### config.mk
export PLATFORM = sky130hd
export DESIGN_NAME = node_table_min_score_select_unit
export DESIGN_NICKNAME = d
export VERILOG_FILES = /design/src/rtl/core/ntms_pkg.sv /design/src/rtl/core/ntms_table_ram.sv /design/src/rtl/core/ntms_score.sv /design/src/rtl/core/ntms_ctrl.sv /design/src/rtl/core/node_table_min_score_select_unit.sv
export SDC_FILE = /design/constraint.sdc
export NUM_CORES = 2
export LEC_CHECK = 0
export ABC_CLOCK_PERIOD_IN_PS = 10760
export BUFFER_PORTS_ARGS = -buffer_cell sky130_fd_sc_hd__buf_4
export CAP_MARGIN = 15
export CORE_ASPECT_RATIO = 0.75
export CORE_UTILIZATION = 50
export CTS_BUF_LIST = sky130_fd_sc_hd__clkbuf_8
export CTS_CLUSTER_DIAMETER = 40
export CTS_CLUSTER_SIZE = 40
export DETAILED_ROUTE_END_ITERATION = 7
export GPL_TIMING_DRIVEN = 0
export PLACE_DENSITY = 0.66
export SLEW_MARGIN = 15
export SYNTH_ARGS = -nofsm -noshare
export SYNTH_HDL_FRONTEND = slang
export SYNTH_SLANG_ARGS = --single-unit
### constraint.sdc
create_clock -name i_clk -period 10.76 [get_ports i_clk]
set_clock_uncertainty 0.15 [all_clocks]
set_input_delay 0.538 -clock i_clk [delete_from_list [all_inputs] [get_ports i_clk]]
set_output_delay 0.538 -clock i_clk [all_outputs]
set_load 0.005 [all_outputs]
### src/rtl/core/ntms_pkg.sv
// ----------------------------------------------------------------------------
// ntms_pkg
// Types and constants of the node table min score select unit.
// ----------------------------------------------------------------------------
`default_nettype none

package ntms_pkg;

    localparam int TABLE_SIZE = 16;
    localparam int IDX_W      = (TABLE_SIZE > 1) ? $clog2(TABLE_SIZE) : 1;
    localparam int ID_W       = 32;
    localparam int LEVEL_W    = 32;
    localparam int SCORE_W    = 37;

    localparam int W_LOAD   = 4;
    localparam int W_MEMORY = 3;
    localparam int W_ACCEL  = 5;
    localparam int W_LINK   = 2;

    localparam logic [1:0] MODE_UPSERT = 2'd0;
    localparam logic [1:0] MODE_SELECT = 2'd1;
    localparam logic [1:0] MODE_CLEAR  = 2'd2;

    localparam logic [1:0] STATUS_OK     = 2'd0;
    localparam logic [1:0] STATUS_BAD_ID = 2'd1;
    localparam logic [1:0] STATUS_FULL   = 2'd2;

    typedef struct packed {
        logic [1:0]         mode;
        logic [ID_W-1:0]    node_id;
        logic               reachable;
        logic               quarantined;
        logic [LEVEL_W-1:0] load_level;
        logic [LEVEL_W-1:0] memory_level;
        logic [LEVEL_W-1:0] accel_level;
        logic [LEVEL_W-1:0] link_level;
    } t_req;

    typedef struct packed {
        logic [1:0]         status;
        logic               found;
        logic [ID_W-1:0]    target_id;
        logic [SCORE_W-1:0] target_score;
    } t_rsp;

    // one table entry as kept in memory
    typedef struct packed {
        logic [ID_W-1:0]    id;
        logic               reachable;
        logic               quarantined;
        logic [LEVEL_W-1:0] load;
        logic [LEVEL_W-1:0] memory;
        logic [LEVEL_W-1:0] accel;
        logic [LEVEL_W-1:0] link;
    } t_entry;

    // read issued last cycle, aligned with the memory read data
    typedef struct packed {
        logic            vld;
        logic            last;
        logic            used;
        logic [IDX_W-1:0] idx;
        logic [ID_W-1:0] node_id;
    } t_rd;

    // scored entry handed back to the sequencer
    typedef struct packed {
        logic               vld;
        logic               last;
        logic               ok;
        logic               match;
        logic [IDX_W-1:0]   idx;
        logic [ID_W-1:0]    id;
        logic [SCORE_W-1:0] score;
    } t_cand;

endpackage

`default_nettype wire

### src/rtl/core/ntms_table_ram.sv
// ----------------------------------------------------------------------------
// ntms_table_ram
// Node table storage, one write port and one registered read port.
// ----------------------------------------------------------------------------
`default_nettype none

module ntms_table_ram (
    input  wire logic                       i_clk,
    input  wire logic                       i_we,
    input  wire logic [ntms_pkg::IDX_W-1:0] i_waddr,
    input  wire ntms_pkg::t_entry           i_wdata,
    input  wire logic [ntms_pkg::IDX_W-1:0] i_raddr,
    output ntms_pkg::t_entry                o_rdata
);

    ntms_pkg::t_entry r_mem [ntms_pkg::TABLE_SIZE];
    ntms_pkg::t_entry r_rdata;

    always_ff @(posedge i_clk) begin
        if (i_we) begin
            r_mem[i_waddr] <= i_wdata;
        end
        r_rdata <= r_mem[i_raddr];
    end

    assign o_rdata = r_rdata;

endmodule

`default_nettype wire

### src/rtl/core/ntms_score.sv
// ----------------------------------------------------------------------------
// ntms_score
// Scores one entry read from the table and flags eligibility and id match.
// ----------------------------------------------------------------------------
`default_nettype none

module ntms_score (
    input  wire logic             i_clk,
    input  wire logic             i_rst_n,
    input  wire ntms_pkg::t_rd    i_rd,
    input  wire ntms_pkg::t_entry i_entry,
    output ntms_pkg::t_cand       o_cand
);

    ntms_pkg::t_cand r_cand;
    ntms_pkg::t_cand n_cand;

    always_comb begin
        n_cand.vld   = i_rd.vld;
        n_cand.last  = i_rd.last;
        n_cand.idx   = i_rd.idx;
        n_cand.id    = i_entry.id;
        // zero id never sits in a used entry, so excluding zero excludes nothing
        n_cand.ok    = i_rd.used && (i_entry.id != i_rd.node_id) &&
                       i_entry.reachable && !i_entry.quarantined;
        n_cand.match = i_rd.used && (i_entry.id == i_rd.node_id);
        n_cand.score =
            ntms_pkg::SCORE_W'(i_entry.load)   * ntms_pkg::SCORE_W'(ntms_pkg::W_LOAD) +
            ntms_pkg::SCORE_W'(i_entry.memory) * ntms_pkg::SCORE_W'(ntms_pkg::W_MEMORY) +
            ntms_pkg::SCORE_W'(i_entry.accel)  * ntms_pkg::SCORE_W'(ntms_pkg::W_ACCEL) +
            ntms_pkg::SCORE_W'(i_entry.link)   * ntms_pkg::SCORE_W'(ntms_pkg::W_LINK);
    end

    always_ff @(posedge i_clk) begin
        if (!i_rst_n) begin
            r_cand.vld <= 1'b0;
        end else begin
            r_cand.vld <= n_cand.vld;
        end
        r_cand.last  <= n_cand.last;
        r_cand.ok    <= n_cand.ok;
        r_cand.match <= n_cand.match;
        r_cand.idx   <= n_cand.idx;
        r_cand.id    <= n_cand.id;
        r_cand.score <= n_cand.score;
    end

    assign o_cand = r_cand;

endmodule

`default_nettype wire

### src/rtl/core/ntms_ctrl.sv
// ----------------------------------------------------------------------------
// ntms_ctrl
// Request sequencer: scans the table, tracks best candidate, match and free
// slot, writes back upserts and builds the response.
// ----------------------------------------------------------------------------
`default_nettype none

module ntms_ctrl (
    input  wire logic                       i_clk,
    input  wire logic                       i_rst_n,
    input  wire logic                       i_req_valid,
    input  wire ntms_pkg::t_req             i_req,
    output logic                            o_req_ready,
    output logic                            o_we,
    output logic [ntms_pkg::IDX_W-1:0]      o_waddr,
    output ntms_pkg::t_entry                o_wdata,
    output logic [ntms_pkg::IDX_W-1:0]      o_raddr,
    output ntms_pkg::t_rd                   o_rd,
    input  wire ntms_pkg::t_cand            i_cand,
    input  wire logic                       i_res_free,
    output logic                            o_res_vld,
    output ntms_pkg::t_rsp                  o_res
);

    localparam logic [1:0] ST_IDLE  = 2'd0;
    localparam logic [1:0] ST_SCAN  = 2'd1;
    localparam logic [1:0] ST_DRAIN = 2'd2;
    localparam logic [1:0] ST_FIN   = 2'd3;

    localparam logic [ntms_pkg::IDX_W-1:0] LAST_IDX =
        ntms_pkg::IDX_W'(ntms_pkg::TABLE_SIZE - 1);

    logic [1:0]                       r_state,  n_state;
    ntms_pkg::t_req                   r_req,    n_req;
    logic [ntms_pkg::TABLE_SIZE-1:0]  r_used,   n_used;
    logic [ntms_pkg::IDX_W-1:0]       r_addr,   n_addr;
    ntms_pkg::t_rd                    r_rd,     n_rd;
    logic                             r_have,   n_have;
    logic [ntms_pkg::SCORE_W-1:0]     r_best_score, n_best_score;
    logic [ntms_pkg::ID_W-1:0]        r_best_id,    n_best_id;
    logic                             r_match_hit,  n_match_hit;
    logic [ntms_pkg::IDX_W-1:0]       r_match_idx,  n_match_idx;
    logic                             r_free_hit,   n_free_hit;
    logic [ntms_pkg::IDX_W-1:0]       r_free_idx,   n_free_idx;

    logic fire;
    logic better;

    always_comb begin
        n_state      = r_state;
        n_req        = r_req;
        n_used       = r_used;
        n_addr       = r_addr;
        n_have       = r_have;
        n_best_score = r_best_score;
        n_best_id    = r_best_id;
        n_match_hit  = r_match_hit;
        n_match_idx  = r_match_idx;
        n_free_hit   = r_free_hit;
        n_free_idx   = r_free_idx;
        o_we         = 1'b0;
        o_waddr      = r_free_idx;
        o_res        = '0;
        fire         = 1'b0;

        n_rd.vld     = (r_state == ST_SCAN);
        n_rd.last    = (r_addr == LAST_IDX);
        n_rd.used    = r_used[r_addr];
        n_rd.idx     = r_addr;
        n_rd.node_id = r_req.node_id;

        // candidates come back through the registered memory read and the score register
        better = !r_have || (i_cand.score < r_best_score) ||
                 ((i_cand.score == r_best_score) && (i_cand.id < r_best_id));
        if (i_cand.vld) begin
            if (i_cand.match && !r_match_hit) begin
                n_match_hit = 1'b1;
                n_match_idx = i_cand.idx;
            end
            if (i_cand.ok && better) begin
                n_have       = 1'b1;
                n_best_score = i_cand.score;
                n_best_id    = i_cand.id;
            end
        end

        // response, posted from the final state once the output register is free
        case (r_req.mode)
            ntms_pkg::MODE_UPSERT: begin
                if (r_req.node_id == '0) begin
                    o_res.status = ntms_pkg::STATUS_BAD_ID;
                end else if (!r_match_hit && !r_free_hit) begin
                    o_res.status = ntms_pkg::STATUS_FULL;
                end
            end
            ntms_pkg::MODE_SELECT: begin
                if (r_have) begin
                    o_res.found        = 1'b1;
                    o_res.target_id    = r_best_id;
                    o_res.target_score = r_best_score;
                end
            end
            default: begin
            end
        endcase

        case (r_state)
            ST_IDLE: begin
                if (i_req_valid) begin
                    n_req       = i_req;
                    n_addr      = '0;
                    n_have      = 1'b0;
                    n_match_hit = 1'b0;
                    n_free_hit  = 1'b0;
                    if ((i_req.mode == ntms_pkg::MODE_UPSERT && i_req.node_id != '0) ||
                        i_req.mode == ntms_pkg::MODE_SELECT) begin
                        n_state = ST_SCAN;
                    end else begin
                        n_state = ST_FIN;
                    end
                end
            end
            ST_SCAN: begin
                n_addr = r_addr + ntms_pkg::IDX_W'(1);
                // lowest free slot straight from the used bits
                if (!r_used[r_addr] && !r_free_hit) begin
                    n_free_hit = 1'b1;
                    n_free_idx = r_addr;
                end
                if (r_addr == LAST_IDX) begin
                    n_state = ST_DRAIN;
                end
            end
            ST_DRAIN: begin
                if (i_cand.vld && i_cand.last) begin
                    n_state = ST_FIN;
                end
            end
            ST_FIN: begin
                if (i_res_free) begin
                    fire    = 1'b1;
                    n_state = ST_IDLE;
                    if (r_req.mode == ntms_pkg::MODE_CLEAR) begin
                        n_used = '0;
                    end else if (r_req.mode == ntms_pkg::MODE_UPSERT &&
                                 r_req.node_id != '0 &&
                                 (r_match_hit || r_free_hit)) begin
                        o_we    = 1'b1;
                        o_waddr = r_match_hit ? r_match_idx : r_free_idx;
                        n_used[o_waddr] = 1'b1;
                    end
                end
            end
            default: begin
                n_state = ST_IDLE;
            end
        endcase
    end

    always_ff @(posedge i_clk) begin
        if (!i_rst_n) begin
            r_state <= ST_IDLE;
            r_used  <= '0;
            r_rd.vld <= 1'b0;
        end else begin
            r_state <= n_state;
            r_used  <= n_used;
            r_rd.vld <= n_rd.vld;
        end
        r_req        <= n_req;
        r_addr       <= n_addr;
        r_rd.last    <= n_rd.last;
        r_rd.used    <= n_rd.used;
        r_rd.idx     <= n_rd.idx;
        r_rd.node_id <= n_rd.node_id;
        r_have       <= n_have;
        r_best_score <= n_best_score;
        r_best_id    <= n_best_id;
        r_match_hit  <= n_match_hit;
        r_match_idx  <= n_match_idx;
        r_free_hit   <= n_free_hit;
        r_free_idx   <= n_free_idx;
    end

    assign o_req_ready = (r_state == ST_IDLE);
    assign o_raddr     = r_addr;
    assign o_rd        = r_rd;
    assign o_res_vld   = fire;

    assign o_wdata.id          = r_req.node_id;
    assign o_wdata.reachable   = r_req.reachable;
    assign o_wdata.quarantined = r_req.quarantined;
    assign o_wdata.load        = r_req.load_level;
    assign o_wdata.memory      = r_req.memory_level;
    assign o_wdata.accel       = r_req.accel_level;
    assign o_wdata.link        = r_req.link_level;

endmodule

`default_nettype wire

### src/rtl/core/node_table_min_score_select_unit.sv
// ----------------------------------------------------------------------------
// node_table_min_score_select_unit
// Node health table with upsert, min-score select and clear.
// ----------------------------------------------------------------------------
// One request is worked at a time. Upsert (nonzero id) and select walk the
// whole table through the single read port of the entry memory, one entry per
// cycle, followed by a two-stage read and score pipeline, a drain state and a
// final state that writes back and posts the response. Clear, upsert of id
// zero and the unused mode go straight to the final state. A response sits
// in an output register, so the next request is accepted while the previous
// response waits; a request whose response is done only stalls if the output
// register is still full.
`default_nettype none

module node_table_min_score_select_unit (
    input  wire logic           i_clk,
    input  wire logic           i_rst_n,
    input  wire logic           i_req_valid,
    output logic                o_req_ready,
    input  wire ntms_pkg::t_req i_req,
    output logic                o_rsp_valid,
    input  wire logic           i_rsp_ready,
    output ntms_pkg::t_rsp      o_rsp
);

    logic                       we;
    logic [ntms_pkg::IDX_W-1:0] waddr;
    logic [ntms_pkg::IDX_W-1:0] raddr;
    ntms_pkg::t_entry           wdata;
    ntms_pkg::t_entry           rdata;
    ntms_pkg::t_rd              rd;
    ntms_pkg::t_cand            cand;
    logic                       res_vld;
    ntms_pkg::t_rsp             res;
    logic                       res_free;

    logic           r_out_vld;
    ntms_pkg::t_rsp r_out;

    ntms_table_ram u_ram (
        .i_clk   (i_clk),
        .i_we    (we),
        .i_waddr (waddr),
        .i_wdata (wdata),
        .i_raddr (raddr),
        .o_rdata (rdata)
    );

    ntms_score u_score (
        .i_clk   (i_clk),
        .i_rst_n (i_rst_n),
        .i_rd    (rd),
        .i_entry (rdata),
        .o_cand  (cand)
    );

    ntms_ctrl u_ctrl (
        .i_clk       (i_clk),
        .i_rst_n     (i_rst_n),
        .i_req_valid (i_req_valid),
        .i_req       (i_req),
        .o_req_ready (o_req_ready),
        .o_we        (we),
        .o_waddr     (waddr),
        .o_wdata     (wdata),
        .o_raddr     (raddr),
        .o_rd        (rd),
        .i_cand      (cand),
        .i_res_free  (res_free),
        .o_res_vld   (res_vld),
        .o_res       (res)
    );

    assign res_free = !r_out_vld || i_rsp_ready;

    always_ff @(posedge i_clk) begin
        if (!i_rst_n) begin
            r_out_vld <= 1'b0;
        end else if (res_vld) begin
            r_out_vld <= 1'b1;
        end else if (i_rsp_ready) begin
            r_out_vld <= 1'b0;
        end
        if (res_vld) begin
            r_out <= res;
        end
    end

    assign o_rsp_valid = r_out_vld;
    assign o_rsp       = r_out;

endmodule

`default_nettype wire

==> run_results.csv <==
group,metric,value,unit
sta,max_clock_freq,147.9,MHz
detailed_routing,drt_first_pass_iters,7,
synth,postSynthAreaPerCell,22.14,sq um
detailed_routing,routed-via-count,59920,
clocking,cts_tree,"yes",
grt,largest_net_degree_at_the_start_of_global_routing,42,
detailed_routing,via_to_cell_ratio,5.996,
placed_design,routabilityCongestion,0.8833,
clocking,cts-buffers-inserted,337,
final_layout,nets,6906,
detailed_routing,drt_iter0_drc,8104,
worst_hold_path,hold_path_depth,2,
grt,grt_pass1_vias,60400,
setup_path,worst_ep_required_time,11.50,ns
die,die_h,430.1,um
grt,grt_usage,0.2489,
die,start_util,0.5049,
synth,post_synth_instance_area,122200,sq um
grt,grt_overflow_total,0,
sta,finalHoldWorstSlack,0.08984,ns
grt,grt_first_pass_wirelength,435400,um
run,maximum_capacitance_violations,0,
synth,synth_seq_area_share,0.7641,
sta,max_slew.worst_pin.slew,1.292,ns
sta,setup-tns-final,0,ns
placed_design,hpwl,204500,um
clocking,clkSinkCount,3209,
die,io-pin-count,242,
synth,synth_async_sr_flop_share,0,
synth,yosys_most_used_dff,"sky130_fd_sc_hd__edfxtp_1",
setup_path,timing.critical_path.arrival,7.50,ns
setup_path,endpoint_type_of_the_worst_setup_path,"flip-flop",
synth,synthCells,5520,
sta,report.final.setup_viol,0,
sta,layout_worst_path_cycle_share,0.6285,
sta,timing.final.max_slew_violations,0,
detailed_routing,post_drt_wl_per_cell,30.63,um
final_layout,fillCellCount,17130,
setup_path,kind_of_critical_path,"flip-flop to flip-flop",
synth,synth.distinct_cells,62,
grt,grt_antenna_before_repair,27,
sta,setup_repair_after_global_routing_missed_its_margin,"false",
detailed_routing,antenna_violating_nets_post_route,0,
outcome,run_status,"complete, but fails checks",
final_layout,final_layout_size_suffix_gt1_frac,0.2877,
sta,final.min_clock_period,6.762,ns
setup_path,reg2regPathDepth,23,
final_layout,final-seq-area,93370,sq um
setup_path,cp_startpoint_kind,"flip-flop",
die,die_outline_area,246400,sq um
die,core_area,242000,sq um
final_layout,multiInputGateArea,27230,sq um
setup_path,critPathMaxFanout,7,
clocking,clock_insertion_delay_worst_skew,1.05,ns
synth,count_of_flip_flops_with_a_built_in_enable_after_synthesis,2910,
clocking,cts_resized,0,
synth,yosysWarnings,0,
synth,synth.net_count,5958,
detailed_routing,totalWireLength,306100,um
clocking,clock-root-buffer,"sky130_fd_sc_hd__clkbuf_8",
die,placement_rows,156,
sta,relSlewSlack,0.1320,
worst_hold_path,min_delay_path_class,"input pin to flip-flop",
clocking,htree_num_levels,5,
placed_design,portBuffers,241,
synth,ys_seq_elements,3209,
clocking,clkTransAtPathRegs,0.09,ns
die,chipWidth,572.8,um
detailed_routing,drc,26,
outcome,failed_checks,"DRC",
final_layout,areaGrowthSynthToFinish,16.48,%
clocking,clock_buffer_depth,4,
sta,timing_hold_violations_final,0,
[cells in the final DEF, fill, tap and decap left out, types with 54 or more instances in the layout]
cell,netlist,final
sky130_fd_sc_hd__dlygate4sd3_1,0,170
sky130_fd_sc_hd__buf_16,0,91
sky130_fd_sc_hd__buf_12,0,99
sky130_fd_sc_hd__buf_4,0,244
sky130_fd_sc_hd__mux4_2,814,814
sky130_fd_sc_hd__inv_1,242,255
sky130_fd_sc_hd__ha_1,176,176
sky130_fd_sc_hd__a21oi_1,97,97
sky130_fd_sc_hd__nor2_1,70,54
sky130_fd_sc_hd__nor3_1,82,80
sky130_fd_sc_hd__clkbuf_8,0,350
sky130_fd_sc_hd__fa_1,94,94
sky130_fd_sc_hd__dfxtp_1,299,299
sky130_fd_sc_hd__xor2_1,59,59
sky130_fd_sc_hd__edfxtp_1,2910,2910
sky130_fd_sc_hd__clkbuf_1,171,142
sky130_fd_sc_hd__nand2_1,73,73
[kinds of logic (layout without fill, tap and decap cells)]
group           Yosys count  after routing  synth area share
compound gates          307            307           0.01621
xor+xnor                 88             88          0.006307
fa+ha+maj               270            270           0.03342
buf+inv                 464           1693           0.01448
flops                  3209           3209            0.7641
mux                     820            820            0.1505
other cells               0              5                 0
simple gates            362            362           0.01496
[layout make-up]
| class | instances | share of cell area |
|---|---|---|
| Antenna cell | 5 | 0.00008791 |
| Timing Repair Buffer | 609 | 0.05677 |
| Buffer | 222 | 0.006382 |
| Tap cell | 3239 | 0.02847 |
| Inverter | 242 | 0.006400 |
| Clock buffer | 350 | 0.03385 |
| Sequential cell | 3209 | 0.6560 |
| Multi-Input combinational cell | 1847 | 0.1913 |
| Clock inverter | 270 | 0.02070 |
[registers in the layout (all words and copies together) (netlist names), 2 cells and up]
register and flops:
u_score.o_cand 77, u_ctrl.r_used 16, u_ctrl.r_free_idx 4, u_ctrl.o_rd 39, u_ctrl.r_state 2, u_ram.r_mem 2592, u_ctrl.r_req 2, u_ram.o_rdata 162
u_ctrl.o_raddr 4, u_ctrl.r_best_score 37, u_ctrl.o_wdata 162, u_ctrl.r_best_id 32, u_ctrl.r_match_idx 4, o_rsp 72
[timing repair]
item	CTS	global route
endpoints found under the hold margin	175	0
hold buffers	170	0
buffers inserted	0	0
[cell usage after synthesis (16+ instances only)]
cell type                  instances  area share
sky130_fd_sc_hd__edfxtp_1       2910        0.72
sky130_fd_sc_hd__mux4_2          814        0.15
sky130_fd_sc_hd__dfxtp_1         299       0.049
sky130_fd_sc_hd__inv_1           242      0.0074
sky130_fd_sc_hd__ha_1            176       0.018
sky130_fd_sc_hd__clkbuf_1        171      0.0053
sky130_fd_sc_hd__a21oi_1          97      0.0040
sky130_fd_sc_hd__fa_1             94       0.015
sky130_fd_sc_hd__nor3_1           82      0.0034
sky130_fd_sc_hd__nand2_1          73      0.0022
sky130_fd_sc_hd__nor2_1           70      0.0022
sky130_fd_sc_hd__xor2_1           59      0.0042
sky130_fd_sc_hd__o21ai_0          47      0.0019
sky130_fd_sc_hd__a21o_1           39      0.0024
sky130_fd_sc_hd__nor4_1           31      0.0016
sky130_fd_sc_hd__nand4_1          30      0.0015
sky130_fd_sc_hd__buf_1            29     0.00089
sky130_fd_sc_hd__o21a_1           29      0.0018
sky130_fd_sc_hd__xnor2_1          29      0.0021
sky130_fd_sc_hd__buf_2            22     0.00090
sky130_fd_sc_hd__a211oi_1         16     0.00098
[per-stage QoR]
step,cell area [sq um],worst slack (ns),util,std cells
floorplan,122200,1.492,-,5520
finish,142300,3.998,0.5881,9993
detailed placement,132800,4.089,0.5486,9194
global placement,128100,-9.027,0.5291,9000
CTS,142200,4.063,0.5877,9984
global route,142300,3.519,0.5880,9989
[path summary, 6_finish.rpt]
path / from / endpoint / slack (ns)
worst min-delay path: i_req[137] / u_ctrl.o_wdata[137] / 0.09
worst max register to register: u_ram.o_rdata[65] / u_score.o_cand[29] / 4.00
worst max-delay path: u_ram.o_rdata[65] / u_score.o_cand[29] / 4.00
worst min register to register: u_ram.o_rdata[130] / u_score.o_cand[37] / 0.16
[layer usage]
metal	global-route usage	up-vias	wire (um)
met5	0	-	40
met3	0.04506	451	27150
met4	0.06889	6	8339
met1	0.3653	31940	127200
li1	-	24650	-
met2	0.3878	2870	143300
[critical path: stages (launching register included)]
cell and delay (ns):
sky130_fd_sc_hd__dfxtp_1 0.35, sky130_fd_sc_hd__inv_1 0.07, sky130_fd_sc_hd__fa_1 0.53, sky130_fd_sc_hd__inv_1 0.04, sky130_fd_sc_hd__ha_1 0.22, sky130_fd_sc_hd__fa_1 0.47
sky130_fd_sc_hd__a21oi_1 0.25, sky130_fd_sc_hd__o21ai_0 0.13, sky130_fd_sc_hd__a21oi_1 0.22, sky130_fd_sc_hd__o21ai_0 0.18, sky130_fd_sc_hd__a21o_1 0.21, sky130_fd_sc_hd__a21oi_1 0.17
sky130_fd_sc_hd__xnor2_1 0.19, sky130_fd_sc_hd__fa_1 0.58, sky130_fd_sc_hd__inv_1 0.05, sky130_fd_sc_hd__fa_1 0.47, sky130_fd_sc_hd__inv_1 0.04, sky130_fd_sc_hd__ha_1 0.26
sky130_fd_sc_hd__clkbuf_1 0.25, sky130_fd_sc_hd__nand2_1 0.15, sky130_fd_sc_hd__o31ai_1 0.57, sky130_fd_sc_hd__a41oi_1 0.45, sky130_fd_sc_hd__or3_1 0.49, sky130_fd_sc_hd__o211a_1 0.16
Power is not shown: default switching activity piles up to over one toggle a cycle in this logic, so the estimate is an artifact.
